[src/hw/rtl/mcpt_pkg.sv]
`default_nettype none
package mcpt_pkg;

  localparam int DEF_CHANNELS   = 16;
  localparam int DEF_COUNT_BITS = 32;
  localparam int MAX_RESULTS    = 16;

  typedef enum logic [2:0] {
    ACT_TICK     = 3'd0,
    ACT_SET_RATE = 3'd1,
    ACT_START    = 3'd2,
    ACT_START_AT = 3'd3,
    ACT_STOP     = 3'd4,
    ACT_RESET    = 3'd5,
    ACT_QUERY    = 3'd6
  } action_t;

  localparam logic KIND_EXPIRY = 1'b0;
  localparam logic KIND_STATUS = 1'b1;

  typedef struct packed {
    logic [2:0]  action;
    logic [3:0]  channel;
    logic [31:0] value;
  } mcpt_in_t;

  typedef struct packed {
    logic        kind;
    logic [3:0]  slot;
    logic [31:0] tick_stamp;
    logic [31:0] rate_now;
    logic [31:0] count_now;
    logic        running;
    logic        last;
  } mcpt_out_t;

  // controller commands to the datapath
  typedef struct packed {
    logic load;
    logic exec;
    logic step;
    logic flush;
  } mcpt_cmd_t;

endpackage
`default_nettype wire

[src/hw/rtl/mcpt_ram.sv]
`default_nettype none
module mcpt_ram #(
  parameter int WIDTH = 32,
  parameter int DEPTH = 16,
  parameter int AW    = (DEPTH > 1) ? $clog2(DEPTH) : 1
) (
  input  logic             clk,
  input  logic             we,
  input  logic [AW-1:0]    waddr,
  input  logic [WIDTH-1:0] wdata,
  input  logic [AW-1:0]    raddr,
  output logic [WIDTH-1:0] rdata
);

  logic [WIDTH-1:0] mem_r [DEPTH];
  logic [WIDTH-1:0] rdata_r;

  // one write port, one registered read port
  always_ff @(posedge clk) begin
    if (we) begin
      mem_r[waddr] <= wdata;
    end
    rdata_r <= mem_r[raddr];
  end

  assign rdata = rdata_r;

endmodule
`default_nettype wire

[src/hw/rtl/mcpt_ctrl.sv]
`default_nettype none
module mcpt_ctrl #(
  parameter int CHANNELS = mcpt_pkg::DEF_CHANNELS,
  parameter int CH_W     = (CHANNELS > 1) ? $clog2(CHANNELS) : 1
) (
  input  logic                clk,
  input  logic                rst_n,
  input  logic                start,
  input  logic [2:0]          in_action,
  input  logic [3:0]          in_channel,
  output logic                busy,
  output mcpt_pkg::mcpt_cmd_t cmd,
  output logic [CH_W-1:0]     rd_addr
);
  import mcpt_pkg::*;

  typedef enum logic [3:0] {
    ST_IDLE  = 4'b0001,
    ST_CMD   = 4'b0010,
    ST_SCAN  = 4'b0100,
    ST_FLUSH = 4'b1000
  } state_t;

  state_t          state_r, state_nxt;
  logic [CH_W-1:0] idx_r, idx_nxt;

  // sequencing of commands and channel scans
  always_comb begin
    state_nxt = state_r;
    idx_nxt   = idx_r;
    cmd       = '0;
    rd_addr   = '0;
    busy      = 1'b1;
    unique case (state_r)
      ST_IDLE: begin
        busy    = 1'b0;
        idx_nxt = '0;
        if (in_action != ACT_TICK) begin
          rd_addr = CH_W'(in_channel);
        end
        if (start) begin
          cmd.load  = 1'b1;
          state_nxt = (in_action == ACT_TICK) ? ST_SCAN : ST_CMD;
        end
      end
      ST_CMD: begin
        cmd.exec  = 1'b1;
        state_nxt = ST_IDLE;
      end
      ST_SCAN: begin
        cmd.step = 1'b1;
        rd_addr  = CH_W'(idx_r + 1'b1);
        idx_nxt  = CH_W'(idx_r + 1'b1);
        if (idx_r == CH_W'(CHANNELS - 1)) begin
          state_nxt = ST_FLUSH;
        end
      end
      ST_FLUSH: begin
        cmd.flush = 1'b1;
        state_nxt = ST_IDLE;
      end
      default: begin
        state_nxt = ST_IDLE;
      end
    endcase
  end

  always_ff @(posedge clk) begin
    if (!rst_n) begin
      state_r <= ST_IDLE;
      idx_r   <= '0;
    end else begin
      state_r <= state_nxt;
      idx_r   <= idx_nxt;
    end
  end

endmodule
`default_nettype wire

[src/hw/rtl/mcpt_dp.sv]
`default_nettype none
module mcpt_dp #(
  parameter int CHANNELS   = mcpt_pkg::DEF_CHANNELS,
  parameter int COUNT_BITS = mcpt_pkg::DEF_COUNT_BITS,
  parameter int CH_W       = (CHANNELS > 1) ? $clog2(CHANNELS) : 1
) (
  input  logic                clk,
  input  logic                rst_n,
  input  mcpt_pkg::mcpt_cmd_t cmd,
  input  logic [CH_W-1:0]     rd_addr,
  input  mcpt_pkg::mcpt_in_t  in_data,
  output logic                out_valid,
  output mcpt_pkg::mcpt_out_t out_data
);
  import mcpt_pkg::*;

  localparam int RC_W = $clog2(MAX_RESULTS + 1);

  mcpt_in_t              item_r;
  logic [31:0]           ticks_r;
  logic [CHANNELS-1:0]   run_r;
  logic [CHANNELS-1:0]   vld_r;
  logic [CH_W-1:0]       addr_q_r;
  logic                  vq_r;
  mcpt_out_t             held_r;
  logic                  held_vld_r;
  logic [RC_W-1:0]       rep_cnt_r;
  mcpt_out_t             out_r;
  logic                  out_vld_r;

  logic [COUNT_BITS-1:0] rate_rd, cnt_rd;
  logic [COUNT_BITS-1:0] rate_q, cnt_q, dec_c, val_c;
  logic [COUNT_BITS-1:0] rate_w, cnt_w;
  logic                  run_w, wr_en, oor, active, expire;
  mcpt_out_t             status_c, expiry_c;

  // rate and count stores, shared read address
  mcpt_ram #(.WIDTH(COUNT_BITS), .DEPTH(CHANNELS), .AW(CH_W)) u_rate_ram (
    .clk   (clk),
    .we    (wr_en),
    .waddr (addr_q_r),
    .wdata (rate_w),
    .raddr (rd_addr),
    .rdata (rate_rd)
  );

  mcpt_ram #(.WIDTH(COUNT_BITS), .DEPTH(CHANNELS), .AW(CH_W)) u_cnt_ram (
    .clk   (clk),
    .we    (wr_en),
    .waddr (addr_q_r),
    .wdata (cnt_w),
    .raddr (rd_addr),
    .rdata (cnt_rd)
  );

  // never-written entries read as zero
  assign rate_q = vq_r ? rate_rd : '0;
  assign cnt_q  = vq_r ? cnt_rd : '0;
  assign val_c  = item_r.value[COUNT_BITS-1:0];
  assign dec_c  = cnt_q - 1'b1;
  assign oor    = 32'(item_r.channel) >= 32'(CHANNELS);
  assign active = run_r[addr_q_r] && (rate_q != '0);
  assign expire = active && (dec_c == '0);

  // next channel state for a command or a scan step
  always_comb begin
    rate_w = rate_q;
    cnt_w  = cnt_q;
    run_w  = run_r[addr_q_r];
    wr_en  = 1'b0;
    if (cmd.exec) begin
      wr_en = !oor;
      unique case (item_r.action)
        ACT_SET_RATE: begin
          rate_w = val_c;
          cnt_w  = val_c;
        end
        ACT_START: begin
          run_w = 1'b1;
          cnt_w = rate_q;
        end
        ACT_START_AT: begin
          run_w = 1'b1;
          cnt_w = val_c;
        end
        ACT_STOP: begin
          run_w = 1'b0;
        end
        ACT_RESET: begin
          cnt_w = rate_q;
        end
        default: begin
        end
      endcase
    end else if (cmd.step) begin
      wr_en = active;
      cnt_w = expire ? rate_q : dec_c;
    end
  end

  // result words
  always_comb begin
    status_c.kind       = KIND_STATUS;
    status_c.slot       = item_r.channel;
    status_c.tick_stamp = ticks_r;
    status_c.rate_now   = oor ? '0 : 32'(rate_w);
    status_c.count_now  = oor ? '0 : 32'(cnt_w);
    status_c.running    = oor ? 1'b0 : run_w;
    status_c.last       = 1'b1;
    expiry_c.kind       = KIND_EXPIRY;
    expiry_c.slot       = 4'(addr_q_r);
    expiry_c.tick_stamp = ticks_r;
    expiry_c.rate_now   = 32'(rate_q);
    expiry_c.count_now  = 32'(rate_q);
    expiry_c.running    = 1'b1;
    expiry_c.last       = 1'b0;
  end

  // control state
  always_ff @(posedge clk) begin
    if (!rst_n) begin
      ticks_r    <= '0;
      run_r      <= '0;
      vld_r      <= '0;
      vq_r       <= 1'b0;
      held_vld_r <= 1'b0;
      rep_cnt_r  <= '0;
      out_vld_r  <= 1'b0;
    end else begin
      vq_r      <= vld_r[rd_addr];
      out_vld_r <= 1'b0;
      if (cmd.load) begin
        rep_cnt_r  <= '0;
        held_vld_r <= 1'b0;
        if (in_data.action == ACT_TICK) begin
          ticks_r <= ticks_r + 1'b1;
        end
      end
      if (wr_en) begin
        vld_r[addr_q_r] <= 1'b1;
      end
      if (cmd.exec) begin
        out_vld_r <= 1'b1;
        if (!oor) begin
          run_r[addr_q_r] <= run_w;
        end
      end
      // hold each expiry until the next one shows it was not the last
      if (cmd.step && expire && (rep_cnt_r < RC_W'(MAX_RESULTS))) begin
        held_vld_r <= 1'b1;
        rep_cnt_r  <= rep_cnt_r + 1'b1;
        if (held_vld_r) begin
          out_vld_r <= 1'b1;
        end
      end
      if (cmd.flush && held_vld_r) begin
        out_vld_r  <= 1'b1;
        held_vld_r <= 1'b0;
      end
    end
  end

  // payload registers
  always_ff @(posedge clk) begin
    if (cmd.load) begin
      item_r <= in_data;
    end
    addr_q_r <= rd_addr;
    if (cmd.exec) begin
      out_r <= status_c;
    end
    if (cmd.step && expire && (rep_cnt_r < RC_W'(MAX_RESULTS))) begin
      held_r <= expiry_c;
      out_r  <= held_r;
    end
    if (cmd.flush) begin
      out_r      <= held_r;
      out_r.last <= 1'b1;
    end
  end

  assign out_valid = out_vld_r;
  assign out_data  = out_r;

endmodule
`default_nettype wire

[src/hw/rtl/multi_channel_periodic_timer.sv]
`default_nettype none
// Bank of CHANNELS periodic down-counting timers in fixed slots.
// Input: in_data (action, channel, value) is taken on a clock edge where
// start is high and busy is low. Action tick advances the global tick
// count and visits every channel; other actions address one channel.
// Output: each result is on out_data for one cycle with out_valid high.
// The receiver cannot stall, so results are never held back.
// A command moves through state CMD with busy high, and its single status
// result (last set) is registered there and appears once busy is low again.
// A tick keeps busy high while it steps through every channel in a
// pipelined read-modify-write over the rate and count memories, one read
// port each, and then while it releases the final held expiry.
// Expiries come out in ascending slot order, at most 16 per tick, the last
// one released by the flush state after the scan; a tick without
// expiries gives no result.
// Reset (rst_n low, synchronous) stops all channels, zeroes the tick
// count and marks all rate and count entries as zero.
module multi_channel_periodic_timer #(
  parameter int CHANNELS   = mcpt_pkg::DEF_CHANNELS,
  parameter int COUNT_BITS = mcpt_pkg::DEF_COUNT_BITS
) (
  input  logic                clk,
  input  logic                rst_n,
  input  logic                start,
  output logic                busy,
  input  mcpt_pkg::mcpt_in_t  in_data,
  output logic                out_valid,
  output mcpt_pkg::mcpt_out_t out_data
);
  import mcpt_pkg::*;

  localparam int CH_W = (CHANNELS > 1) ? $clog2(CHANNELS) : 1;

  mcpt_cmd_t       cmd;
  logic [CH_W-1:0] rd_addr;

  // sequencer
  mcpt_ctrl #(.CHANNELS(CHANNELS), .CH_W(CH_W)) u_ctrl (
    .clk        (clk),
    .rst_n      (rst_n),
    .start      (start),
    .in_action  (in_data.action),
    .in_channel (in_data.channel),
    .busy       (busy),
    .cmd        (cmd),
    .rd_addr    (rd_addr)
  );

  // channel state and result registers
  mcpt_dp #(.CHANNELS(CHANNELS), .COUNT_BITS(COUNT_BITS), .CH_W(CH_W)) u_dp (
    .clk       (clk),
    .rst_n     (rst_n),
    .cmd       (cmd),
    .rd_addr   (rd_addr),
    .in_data   (in_data),
    .out_valid (out_valid),
    .out_data  (out_data)
  );

endmodule
`default_nettype wire

[config.mk]
export PLATFORM = sky130hd
export DESIGN_NAME = multi_channel_periodic_timer
export DESIGN_NICKNAME = d
export VERILOG_FILES = /design/src/hw/rtl/mcpt_pkg.sv /design/src/hw/rtl/mcpt_ram.sv /design/src/hw/rtl/mcpt_ctrl.sv /design/src/hw/rtl/mcpt_dp.sv /design/src/hw/rtl/multi_channel_periodic_timer.sv
export SDC_FILE = /design/constraint.sdc
export NUM_CORES = 2
export LEC_CHECK = 0
export CAP_MARGIN = 10
export CORE_MARGIN = 4
export CORE_UTILIZATION = 55
export DETAILED_ROUTE_END_ITERATION = 8
export DONT_BUFFER_PORTS = 1
export PLACE_DENSITY = 0.76
export SYNTH_ARGS = -nofsm -noshare
export SYNTH_HDL_FRONTEND = slang
export SYNTH_SLANG_ARGS = --single-unit
[constraint.sdc]
create_clock -name clk -period 23.2 [get_ports clk]
set_input_delay 2.32 -clock clk [delete_from_list [all_inputs] [get_ports clk]]
set_output_delay 2.32 -clock clk [all_outputs]
set_load 0.005 [all_outputs]
**Word-level counts from Yosys, hierarchy flattened**

Memories as Yosys holds them, arrays and structs flattened. A register that Yosys moved wholly into a read port is not among the register bits.
Cells that the tools add are included.

- Eq/ne operators: 12
- Muxes and demuxes: 45
- $lt $le $gt $ge: 4
- Bitwise operators: 2
- Reductions and logical operators: 21
- Add/sub/neg operators: 4

Operators with widths:

| operator | number |
|---|---|
| $mux 32 | 7 |
| $mux 102 | 2 |
| $mux 103 | 1 |
| $pmux 32 s2 | 1 |
| $add 32x1->32 const B | 1 |
| $logic_not 32->1 | 1 |
| $reduce_bool 32->1 | 1 |
| $sub 32x1->32 const B | 1 |
| $pmux 4 s2 | 3 |
| $mux 1 | 20 |
| $bwmux 16 | 1 |
| $or 16x16->16 | 1 |
| $mux 4 | 3 |
| $lt 4x5->1 const B | 2 |
| $mux 5 | 2 |
| $reduce_or 2->1 | 5 |
| $bmux 1 s4 | 2 |
| $eq 4x4->1 const B | 2 |
| $eq 3x2->1 const B | 2 |
| $eq 3x3->1 const B | 2 |
| $logic_and 1x1->1 | 6 |
| $reduce_bool 2->1 | 3 |
| $reduce_bool 3->1 | 2 |
| $add 5x1->5 const B | 1 |
| 15 further kinds | 16 |

- RAM bits: 1024
- Memories kept: 2
- Output and inout bits: 105
- Register bits: 294

Memories:

| memory | words | bits a word | rd ports | clocked after memory_dff | write ports | RTL line | RTL |
|---|---|---|---|---|---|---|---|
| u_dp.u_cnt_ram.mem_r | 16 | 32 | 1 | 1 | 1 | mcpt_ram.sv:15 | `logic [WIDTH-1:0] mem_r [DEPTH];` |
| u_dp.u_rate_ram.mem_r | 16 | 32 | 1 | 1 | 1 | mcpt_ram.sv:15 |  |

**Logic depth before layout (Yosys ltp)**

- Depth in word-level cells: 10
- Depth in mapped cells: 22

**Hierarchy**

Synthesis repeated with hierarchy kept, for this count alone.

- Cell total of the unflattened synthesis: 3219
- Area total of the unflattened synthesis: 54493.5 sq um

Modules (own cells, without submodules):

| module | cells each | sequential area each (sq um) | area each (sq um) | instances |
|---|---|---|---|---|
| mcpt_ram at u_dp.u_rate_ram | 838 | 16015.4 | 19854.0 | 1 |
| mcpt_ram at u_dp.u_cnt_ram | 838 | 16015.4 | 19835.3 | 1 |
| mcpt_dp | 1494 | 7817.5 | 14333.7 | 1 |
| mcpt_ctrl | 49 | 160.2 | 470.5 | 1 |

**Least setup slack after synthesis**

No wires, ideal clock.

- Path type: register to register
- Start: register u_dp.vq_r
- End: register u_dp.held_r[100] (netlist name), enable pin
- Path slack: 14201 ps
- Library setup time: 578 ps
- Path buffers: 9
- Stages on the path, launching flop included: 18
- Arrival: 8422 ps
- Period minus slack after synthesis: 8999 ps
- Path through: dfxtp_1 > clkbuf_1 > clkbuf_1 > clkbuf_1 > clkbuf_1 > clkbuf_1 > buf_1 > nand2_1 > ha_1 > clkbuf_1 > clkbuf_1 > clkbuf_1 > a311oi_1 > nand2_1 > or3_1 > nor3_1 > nand4_1 > nor3_1

- Cells in the longest elaborated chain, start to end: 6
- Elaborated cells between the ends (all ways): 9
- Classes of those cells: add/sub (1); mux (2); reduce/logical (6)

RTL lines:

| element | RTL line | RTL |
|---|---|---|
| from (decl) | mcpt_dp.sv:24 | `logic vq_r;` |
| from (signal assigned) | mcpt_dp.sv:130 | `vq_r <= vld_r[rd_addr];` |
| $mux 32 (on tied branches) | mcpt_dp.sv:58, mcpt_dp.sv:57 |  |
| $sub 32x1->32 / $reduce_bool 32->1 (equally long branches) | mcpt_dp.sv:60, mcpt_dp.sv:62 |  |
| $logic_not 32->1 / $logic_and 1x1->1 (equally long branches) | mcpt_dp.sv:63, mcpt_dp.sv:62 |  |
| $logic_and 1x1->1 (*) | mcpt_dp.sv:63 | `assign expire = active && (dec_c == '0);` |
| $logic_and 1x1->1 (*) (2 in a row) | mcpt_dp.sv:172 | `if (cmd.step && expire && (rep_cnt_r < RC_W'(MAX_RESULTS))) begin` |
| to (signal assigned) | mcpt_dp.sv:173 | `held_r <= expiry_c;` |
| to (decl) | mcpt_dp.sv:25 | `mcpt_out_t held_r;` |

Every way passes the cells marked *; elsewhere a longest branch is shown, timed or not.
A chain may end at the register's enable or synchronous reset.

**Final worst setup path**

- Start: register u_dp.u_cnt_ram.rdata_r[1], in the netlist u_dp.u_cnt_ram.rdata[1] (read register of u_dp.u_cnt_ram.mem_r)
- End: register u_dp.out_r, in the netlist u_dp.out_data[50], data pin

- Cells in the longest elaborated chain, start to end: 8

RTL lines:

| element | RTL line | RTL |
|---|---|---|
| from (decl) | mcpt_ram.sv:16 | `logic [WIDTH-1:0] rdata_r;` |
| $mux 32 | mcpt_dp.sv:58 | `assign cnt_q = vq_r ? cnt_rd : '0;` |
| $sub 32x1->32 | mcpt_dp.sv:60 | `assign dec_c = cnt_q - 1'b1;` |
| $logic_not 32->1 | mcpt_dp.sv:63 |  |
| $logic_and 1x1->1 | mcpt_dp.sv:63 |  |
| $logic_and 1x1->1 (2 in a row) | mcpt_dp.sv:172 |  |
| $mux 102 | mcpt_dp.sv:172 |  |
| $mux 102 | mcpt_dp.sv:176 | `if (cmd.flush) begin` |
| to (signal assigned) | mcpt_dp.sv:170 | `out_r <= status_c;` |
| to (signal assigned) | mcpt_dp.sv:174 | `out_r <= held_r;` |
| to (signal assigned) | mcpt_dp.sv:177 | `out_r <= held_r;` |
| to (decl) | mcpt_dp.sv:28 | `mcpt_out_t out_r;` |

Every way passes these cells.

==> flow_metrics.py <==
metrics = {
    "synth": {
        "synth.cell_area_mm2": 0.0561,
        "ys_ff_latch": 1382,
        "async_reset_ff_share_pct": 0,
        "synth-edff-count": 1233,
        "synth_flop_cell": "edfxtp_1",
        "synth_cell_type_count": 75,
        "synth_top_area_share_pct": 66.0,
        "synthTopCellsByArea": "edfxtp_1 (66%), nand2_1 (8.3%), dfxtp_1 (5.3%), nand3_1 (5.0%), a311oi_1 (2.1%)",
        "synth.yosys.seq_area_share_pct": 71.3,
        "synth-warning-count": 0,
        "syn_inst": 4634,
        "yosysTopAreaCell": "edfxtp_1",
        "synth_nets": 4681,
        "syn-mean-instance-area_um2": 12.1,
    },
    "clock_tree": {
        "clock_latency_ps": 760,
        "clock-sinks": 1382,
        "post_cts_buffers": 0,
        "path_clk_slew_ps": 60,
        "cts_buffers": 137,
        "htreeDepth": 4,
        "ctsHoldBuffers": 0,
        "cts_resized": 0,
        "cts_tree": "built",
        "clockBufferDepth": 3,
        "cts-root-buf": "clkbuf_16",
    },
    "cells_and_area": {
        "fin_nets": 4616,
        "finish.instance_area_mm2": 0.0622,
        "area_growth_pct": 10.9,
        "mostFrequentLayoutCell": "nand2_1",
        "drive_above_1_share_pct": 9.24,
        "mostFrequentLayoutCells": "nand2_1 (1,238), edfxtp_1 (1,233), nand3_1 (563)",
        "fillers": 7381,
    },
    "power": {
        "ir_drop_mv": 0.0700,
        "power_leakage_nw": 21.7,
        "intPower_mw": 4.17,
        "sw_frac_of_total_pct": 24.4,
        "p_comb_share_pct": 8.5,
        "p_seq_share_pct": 51.7,
        "clockPowerShare_pct": 39.8,
        "p_per_area_mw_per_mm2": 88.7,
        "power_switching_mw": 1.35,
    },
    "timing": {
        "slew_headroom_pct": 12.1,
        "layout_min_cycle_time_ps": 6630,
        "fin_tns_setup_ps": 0,
        "clock.fmax_ghz": 0.151,
        "fin_crit_sh_pct": 28.6,
        "setup_viol": 0,
        "rsz0062_at_grt": "false",
        "worst_slack_ps": 16570,
        "report.final.slew_viol_count": 0,
        "hold_viol_final": 0,
        "tightest_slew_ps": 1310,
        "fin_skew_ps": 35.3,
    },
    "global_route": {
        "grt_max_degree": 193,
        "antenna_found_initial": 13,
        "gr-total-overflow": 0,
        "grt_pass1_vias": 35600,
        "grt_pass1_wl_um": 227000,
        "grt_usage_pct": 28.3,
    },
    "placement": {
        "place_congestion": 0.985,
        "io_buffer_count": 0,
        "placed_area_mm2": 0.0577,
        "dpl.hpwl_um": 84900,
        "place_ws_ps": 16300,
    },
    "critical_path": {
        "path_class": "reg2reg",
        "worst_setup_path_end_kind": "flip-flop",
        "worstPathRequired_ps": 23670,
        "crit_fanout": 61,
        "start_kind": "flip-flop",
        "crit_arrival_ps": 7110,
    },
    "die": {
        "io_pins": 147,
        "core_mm2": 0.101,
        "start_util_pct": 55.7,
        "dieArea_mm2": 0.107,
        "fp.dieH_um": 327,
        "die_x_um": 327,
        "num_rows": 116,
    },
    "routing": {
        "post_drt_wl_per_cell_um": 25.6,
        "num_vias": 38400,
        "drt-initial-drc-count": 5893,
        "via_per_inst": 6.35,
        "drt-pass1-iter-count": 6,
        "drc_errors": 0,
        "drt-total-wl_um": 155000,
        "ant_nets": 0,
    },
    "status": {
        "status": "completed",
    },
    "run": {
        "cap_violations": 0,
    },
    "hold_path": {
        "hold_class": "reg2reg",
    },
}
[metal layers]
layer	track usage, %	vias up	wire length [µm]
li1	-	16800	-
met1	37.9	18400	56100
met2	42.9	2656	69500
met3	8.38	475	21600
met4	13.0	2	7570
met5	0	-	13
[stage by stage]
stage	cells	util (%)	hold WS, ps	power [mW]
2_1_floorplan	4634	-	433	3.17
3_3_place_gp	5784	57.3	441	3.35
3_5_place_dp	5784	57.3	446	3.35
4_1_cts	6038	61.7	458	5.52
5_1_grt	6044	61.8	484	5.69
6_report	6046	61.8	466	5.52
[worst max-delay path: stages (launching register included)]
cell	delay, ps
dfxtp_1	380
nand2_1	140
ha_1	810
xor2_1	210
or4_1	500
or4_1	400
a2111oi_0	460
nand4_1	200
or4_1	630
o31ai_4	210
buf_4	480
buf_4	730
inv_2	720
a21bo_1	440
[state kept, by name, summed over array words and instances (netlist names)]
signal and flops:
u_dp.item_r 7, u_dp.vq_r 1, u_dp.rep_cnt_r 5, u_dp.held_r 68, u_dp.out_valid 1, u_dp.u_rate_ram.mem_r 512
u_dp.vld_r 16, u_dp.ticks_r 32, u_ctrl.idx_r 4, u_dp.u_cnt_ram.mem_r 512, u_ctrl.state_r 4, u_dp.out_data 103
u_dp.u_cnt_ram.rdata 32, u_dp.val_c 32, u_dp.held_vld_r 1, u_dp.run_r 16, u_dp.addr_q_r 4, u_dp.u_rate_ram.rdata 32
[cell families after synthesis]
group | Yosys count | synth area share, %
mux | 45 | 0.965
flops | 1382 | 71.3
simple gates | 2216 | 17.3
compound gates | 572 | 7.20
fa+ha+maj | 5 | 0.111
xor+xnor | 33 | 0.515
buf+inv | 381 | 2.59
[final cells by class]
cell class | count | area [µm²] | area share (%)
diodes | 5 | 12.5 | 0.0201
clock inverters | 63 | 679 | 1.09
well taps | 1357 | 1700 | 2.73
multi-input cells | 2871 | 14800 | 23.9
clock buffers | 191 | 3820 | 6.15
flip-flops and latches | 1382 | 40000 | 64.3
inverters | 67 | 270 | 0.434
repair buffers | 110 | 876 | 1.41
[synthesized netlist by cell type (15+ instances only)]
library cell and n:
nor2_1 156, a221oi_1 15, o21ai_0 108, nand4_1 28, a21oi_1 108, a21bo_2 26, clkbuf_1 272, or3_1 25
dfxtp_1 149, nor3_1 30, nand3_1 563, inv_1 63, a31oi_1 74, and3_1 78, a311oi_1 134, nor4_1 23
mux2_2 33, xor2_1 19, edfxtp_1 1233, buf_1 27, nand2_1 1238
[power groups by stage]
stage	sequential [mW]	combinational (mW)	clock, mW
floorplan	2.85	0.326	0
global placement	2.90	0.444	0
detailed placement	2.90	0.454	0
CTS	2.85	0.458	2.21
global route	2.85	0.508	2.33
finish	2.86	0.469	2.20
[final timing paths]
| path | depth (start not counted) | slack [ps] | start | to |
|---|---|---|---|---|
| max | 13 | 16570 | u_dp.u_cnt_ram.rdata[1]$_DFF_P_ | u_dp.out_data[50]$_DFFE_PP_ |
| min | 2 | 470 | u_dp.run_r[4]$_SDFFE_PN0P_ | u_dp.run_r[4]$_SDFFE_PN0P_ |
| max reg2reg | 13 | 16570 | u_dp.u_cnt_ram.rdata[1]$_DFF_P_ | u_dp.out_data[50]$_DFFE_PP_ |
| min reg2reg | 2 | 470 | u_dp.run_r[4]$_SDFFE_PN0P_ | u_dp.run_r[4]$_SDFFE_PN0P_ |
Note: power is estimated with default switching activity, not from simulation.
